==> src/design/hpwt_pkg.sv <==
package hpwt_pkg;

  typedef enum logic [2:0] {
    PH_A     = 3'd0,
    PH_C1    = 3'd1,
    PH_C2    = 3'd2,
    PH_D     = 3'd3,
    PH_E     = 3'd4,
    PH_F     = 3'd5,
    PH_G     = 3'd6,
    PH_OTHER = 3'd7
  } phase_t;

  typedef enum logic [1:0] {
    REG_DELAY_NOT_OK     = 2'd0,
    REG_DELAY_HOT_START  = 2'd1,
    REG_DELAY_COLD_START = 2'd2
  } reg_index_t;

  localparam int DELAY_W = 8;
  localparam int COUNT_W = 12;
  localparam logic [COUNT_W-1:0] COUNT_CAP = 12'd2559;

  typedef logic [DELAY_W-1:0] delay_t;
  typedef logic [COUNT_W-1:0] count_t;

  function automatic logic in_afg(input phase_t p);
    return (p == PH_A) || (p == PH_F) || (p == PH_G);
  endfunction

  function automatic count_t times_ten(input delay_t d);
    return {1'b0, d, 3'b000} + {3'b000, d, 1'b0};
  endfunction

endpackage

==> src/design/heater_phase_warmup_timer.sv <==
// Channel   Signals                                      Direction
// -------   ------------------------------------------   ---------
// in        in_valid, in_ready, heater_phase             input
// out       out_valid, out_ready, heat_ok, time_left,    output
//           sensor_ready
// cfg       cfg_valid, cfg_ready, cfg_index, cfg_data    input
//
// One transaction per cycle sustained while the output is not stalled; a result
// passes through the input register, then the result register.
// The timer and flag state update in the same cycle as the result register.
// rst is synchronous and clears all control and timer state; delays reset to 0.
// A stalled output holds both stages; cfg_ready is always high.
module heater_phase_warmup_timer (
  input  logic                    clk,
  input  logic                    rst,
  input  logic                    in_valid,
  output logic                    in_ready,
  input  logic [2:0]              heater_phase,
  output logic                    out_valid,
  input  logic                    out_ready,
  output logic                    heat_ok,
  output logic [11:0]             time_left,
  output logic                    sensor_ready,
  input  logic                    cfg_valid,
  output logic                    cfg_ready,
  input  logic [1:0]              cfg_index,
  input  hpwt_pkg::delay_t        cfg_data
);
  import hpwt_pkg::*;

  delay_t delay_not_ok;
  delay_t delay_hot_start;
  delay_t delay_cold_start;

  logic   in_reg_valid;
  phase_t in_reg_phase;

  phase_t last_phase;
  logic   last_start;
  count_t countdown;
  logic   ok_flag;
  logic   ready_flag;

  phase_t last_phase_next;
  logic   last_start_next;
  count_t countdown_next;
  logic   ok_flag_next;
  logic   ready_flag_next;

  logic   advance;
  logic   start;
  count_t duration;
  count_t count_dec;

  assign cfg_ready = 1'b1;
  assign advance   = !out_valid || out_ready;
  assign in_ready  = !in_reg_valid || advance;

  always_ff @(posedge clk) begin
    if (rst) begin
      delay_not_ok     <= '0;
      delay_hot_start  <= '0;
      delay_cold_start <= '0;
    end else if (cfg_valid) begin
      unique case (cfg_index)
        REG_DELAY_NOT_OK:     delay_not_ok     <= cfg_data;
        REG_DELAY_HOT_START:  delay_hot_start  <= cfg_data;
        REG_DELAY_COLD_START: delay_cold_start <= cfg_data;
        default: ;
      endcase
    end
  end

  always_comb begin
    start = ((in_reg_phase == PH_E) &&
             ((last_phase == PH_C1) || (last_phase == PH_C2) ||
              (last_phase == PH_D)  || (last_phase == PH_A))) ||
            (in_afg(in_reg_phase) && !in_afg(last_phase));

    if (in_afg(in_reg_phase)) begin
      duration = times_ten(delay_not_ok);
    end else if (in_reg_phase == PH_E) begin
      duration = (last_phase == PH_A) ? times_ten(delay_hot_start)
                                      : times_ten(delay_cold_start);
    end else begin
      duration = '0;
    end

    count_dec = countdown - count_t'(1);

    countdown_next = countdown;
    ok_flag_next   = ok_flag;
    if (!last_start && start) begin
      countdown_next = duration;
      ok_flag_next   = (duration == '0);
    end else if (countdown != '0) begin
      countdown_next = (count_dec > COUNT_CAP) ? COUNT_CAP : count_dec;
      ok_flag_next   = (count_dec == '0);
    end

    ready_flag_next = ready_flag;
    if (!ok_flag && ok_flag_next) begin
      ready_flag_next = !in_afg(in_reg_phase);
    end

    last_phase_next = in_reg_phase;
    last_start_next = start;
  end

  always_ff @(posedge clk) begin
    if (rst) begin
      in_reg_valid <= 1'b0;
      out_valid    <= 1'b0;
      last_phase   <= PH_A;
      last_start   <= 1'b0;
      countdown    <= '0;
      ok_flag      <= 1'b0;
      ready_flag   <= 1'b0;
    end else begin
      if (in_ready) begin
        in_reg_valid <= in_valid;
        in_reg_phase <= phase_t'(heater_phase);
      end
      if (advance) begin
        out_valid <= in_reg_valid;
        if (in_reg_valid) begin
          last_phase   <= last_phase_next;
          last_start   <= last_start_next;
          countdown    <= countdown_next;
          ok_flag      <= ok_flag_next;
          ready_flag   <= ready_flag_next;
          heat_ok      <= ok_flag_next;
          time_left    <= countdown_next;
          sensor_ready <= ready_flag_next;
        end
      end
    end
  end

endmodule
==> config.mk <==
export PLATFORM = sky130hd
export DESIGN_NAME = heater_phase_warmup_timer
export DESIGN_NICKNAME = d
export VERILOG_FILES = /design/src/design/hpwt_pkg.sv /design/src/design/heater_phase_warmup_timer.sv
export SDC_FILE = /design/constraint.sdc
export NUM_CORES = 1
export LEC_CHECK = 0
export ABC_AREA = 1
export ABC_CLOCK_PERIOD_IN_PS = 3000
export BUFFER_PORTS_ARGS = -buffer_cell sky130_fd_sc_hd__buf_2
export CORE_MARGIN = 5
export CORE_UTILIZATION = 51
export CTS_BUF_LIST = sky130_fd_sc_hd__clkbuf_2 sky130_fd_sc_hd__clkbuf_4 sky130_fd_sc_hd__clkbuf_8
export CTS_CLUSTER_DIAMETER = 120
export DETAILED_ROUTE_END_ITERATION = 10
export GPL_TIMING_DRIVEN = 0
export PLACE_DENSITY = 0.7
export SKIP_LAST_GASP = 1
export SLEW_MARGIN = 10
export SYNTH_ARGS = -nofsm -noshare
export SYNTH_HDL_FRONTEND = slang
export SYNTH_SLANG_ARGS = --single-unit
==> constraint.sdc <==
create_clock -name clk -period 3 [get_ports clk]
set_input_delay 0.3 -clock clk [delete_from_list [all_inputs] [get_ports clk]]
set_output_delay 0.3 -clock clk [all_outputs]
set_load 0.02 [all_outputs]
==> results_dict.tcl <==
set metrics [dict create \
    cpLargestDelayFamily "simple AND/OR/NAND/NOR gates" \
    synth-async-reset-ratio_pct 0 \
    timing.fmax_ghz 0.3872 \
    drive_gt1_share_pct 14.01 \
    final_hold_viol_count 0 \
    initial_utilization_pct 52.25 \
    status "complete, no violations" \
    ir_drop_uv 328.3 \
    hp-start "heater_phase[1]" \
    synth_edf_count 17 \
    die_area_mm2 0.009750 \
    fin_crit_sh_pct 86.08 \
    antenna_found_initial 0 \
    yosysWarnings 0 \
    register_area_mm2 0.001391 \
    die_x_um 98.74 \
    seq_area_frac_synth_pct 34.64 \
    slew_viol_final 0 \
    cts_resized 0 \
    fin_skew_ps 6.603 \
    critical-path-slowest-cell "fa_1" \
    crit_required_ps 3110 \
    track_usage_pct 20.58 \
    crit_top_cell "nand3_1" \
    power.density_mw_per_mm2 527.8 \
    rsz0062_at_grt "false" \
    timing.setup.tns_ps 0 \
    numCtsBuffers 9 \
    num_antenna_cells 0 \
    drc_errors 0 \
    gr-total-overflow 0 \
    crit_fanout 4 \
    pre_cts_slack_ps 409.2 \
    cp_slowest_stage_delay_ps 430 \
    cap_violations 0 \
    critPathKind "register to register" \
    coreArea_mm2 0.007687 \
    firstDrtPassIters 5 \
    worstPathCellList "ha_1 > fa_1 > or2_2 > nand4_1 > nand2_1 > inv_1 > nand3_1 > nor2_1 > nand3_1 > nor2_1 > nand3_1 > nand2_2 > nand3_1 > nand2_2 > inv_1" \
    slew_headroom_pct 49.19 \
    cts_max_level 3 \
    fillers 772 \
    clkSinkCount 61 \
    hold_class "input port to register" \
    min_period_ps 2583 \
    multiInputGateArea_mm2 0.002207 \
    first_global_vias 3487 \
    r2r_start "delay_not_ok[0]" \
    die_y_um 98.74 \
    vias 3758 \
    cts_root_buf "clkbuf_8" \
    worst_slew_pin_slew_ps 756.4 \
    final_util_pct 58.85 \
    synthesis.nets 622 \
    worst-path-buf-inv 2 \
    nets 665 \
    avgSynthCellArea_um2 6.925 \
    ff2ff_setup_slack_ps 420 \
    post_cts_buffers 0 \
    clock_path_buffers 2 \
    wl_per_cell_um 13.31 \
    drt_iter0_drc 293 \
    clk_latency_ps 350 \
    setup_ws_ps 417.5 \
    routed_via_density 5.148 \
    leakagePower_uw 0.002310 \
    endpoint_kind "register" \
    num_rows 32 \
    numPortBuffers 32 \
    area_growth_pct 12.65 \
    drt-total-wl_um 9714 \
    hpwl_um 7691 \
    totalPowerFinal_uw 2388 \
    cp-startpoint "delay_not_ok[0]" \
    synth_cell_types 41 \
    grt_pass1_wl_um 16270 \
    ios 35 \
    worstSetupStartpointType "register" \
    ys.flop_type "dfxtp_1" \
    cp.arrival_ps 2690 \
    synth_area_mm2 0.004016 \
    ys_seq_elements 61 \
    hold_buffers 0 \
    finalSetupViolCount 0 \
    ant_nets 0 \
    grt_max_degree 15 \
    gp_congestion 0.9093 \
    postSynthCellCount 580 \
    clk_pin_slew_ps 70 \
    cts_tree "done" \
]
worst paths after layout:
kind / endpoint / depth (start not counted)
worst max-delay path: sensor_ready / 15
worst min-delay path: in_reg_phase[1] / 1
worst max register to register: sensor_ready / 15
worst min register to register: delay_hot_start[0] / 2
cells in the final DEF (no fill, tap or decap), types with 2 or more instances in the layout:
master	n
xor2_1	7
o21ai_0	48
nand2_2	9
clkbuf_1	8
nor3_1	4
nand3b_1	3
o21ai_2	4
edfxtp_1	17
a21oi_1	32
inv_1	88
inv_2	5
nor2_1	68
bufinv_16	2
o21ai_1	6
buf_2	33
nand2_1	107
nor2_2	9
nand4_1	9
buf_4	2
fa_1	3
nand3_1	61
or2_2	2
clkbuf_8	9
dfxtp_1	44
ha_1	21
a21boi_0	2
a21o_1	4
power breakdown:
part           internal (uW)  total [uW]  switching [uW]
clock                    477         823             346
combinational            209         603             394
sequential               918         962            44.6
state kept, by name (all words and copies together) (netlist names), 3 cells and up:
name	flops
countdown	12
delay_cold_start	8
delay_hot_start	8
delay_not_ok	8
in_reg_phase	3
last_phase	3
time_left	12
cells in the mapped netlist, types with 2 or more instances:
master	number	area share [%]
nor2_2	8	1.2
or2_2	2	0.31
buf_4	2	0.37
nor3_1	4	0.50
inv_1	88	8.2
o21ai_1	6	0.75
o21ai_0	48	6.0
clkbuf_1	8	0.75
fa_1	3	1.5
nand4_1	9	1.4
a21boi_0	2	0.37
edfxtp_1	17	13
inv_2	5	0.47
o21ai_2	4	0.87
nand3_1	61	7.6
nand3b_1	3	0.56
nor2_1	69	6.4
a21oi_1	32	4.0
nand2_2	9	1.4
nand2_1	107	10
xor2_1	7	1.5
a21o_1	4	0.75
ha_1	21	6.5
dfxtp_1	44	22
routing by layer:
metal | vias up | track usage [%] | part of all wire [%]
li1 | 1970 | - | -
met1 | 1687 | 29.05 | 48
met2 | 89 | 32.59 | 45
met3 | 12 | 3.822 | 5.8
met4 | 0 | 5.042 | 1.2
met5 | - | 0 | 0
area by class of cell:
class	instances	share of cell area, %
clock buffer	10	2.904
clock inverter	6	1.908
multi-input combinational	412	48.78
sequential	61	30.75
inverter	94	7.854
timing repair buffer	32	3.540
tap	102	2.821
buffer	13	1.438
worst register-to-register path: cells and delay by family (launching register included):
family	cells	cell delay, ps
adder cells (fa/ha/maj)	2	660
AND/OR/NAND/NOR	11	1230
flip-flops	1	340
buffers and inverters	2	110
logic make-up after synthesis:
group / synth area share [%]
xor+xnor: 2.150
simple gates: 31.12
compound gates: 13.49
buf+inv: 10.47
fa+ha+maj: 8.037
flops: 34.64
other cells: 0.09337
stage by stage:
| step | instances | hold slack (ps) | cell area [um^2] |
|---|---|---|---|
| 4_1_cts | 730 | 112.8 | 4522 |
| 2_1_floorplan | 580 | 398.9 | 4016 |
| 6_report | 730 | 124.4 | 4524 |
| 3_3_place_gp | 714 | 477.2 | 4304 |
| 3_5_place_dp | 714 | 478.3 | 4304 |
| 5_1_grt | 730 | 110.8 | 4524 |
Power figures use the tool's default switching activity.
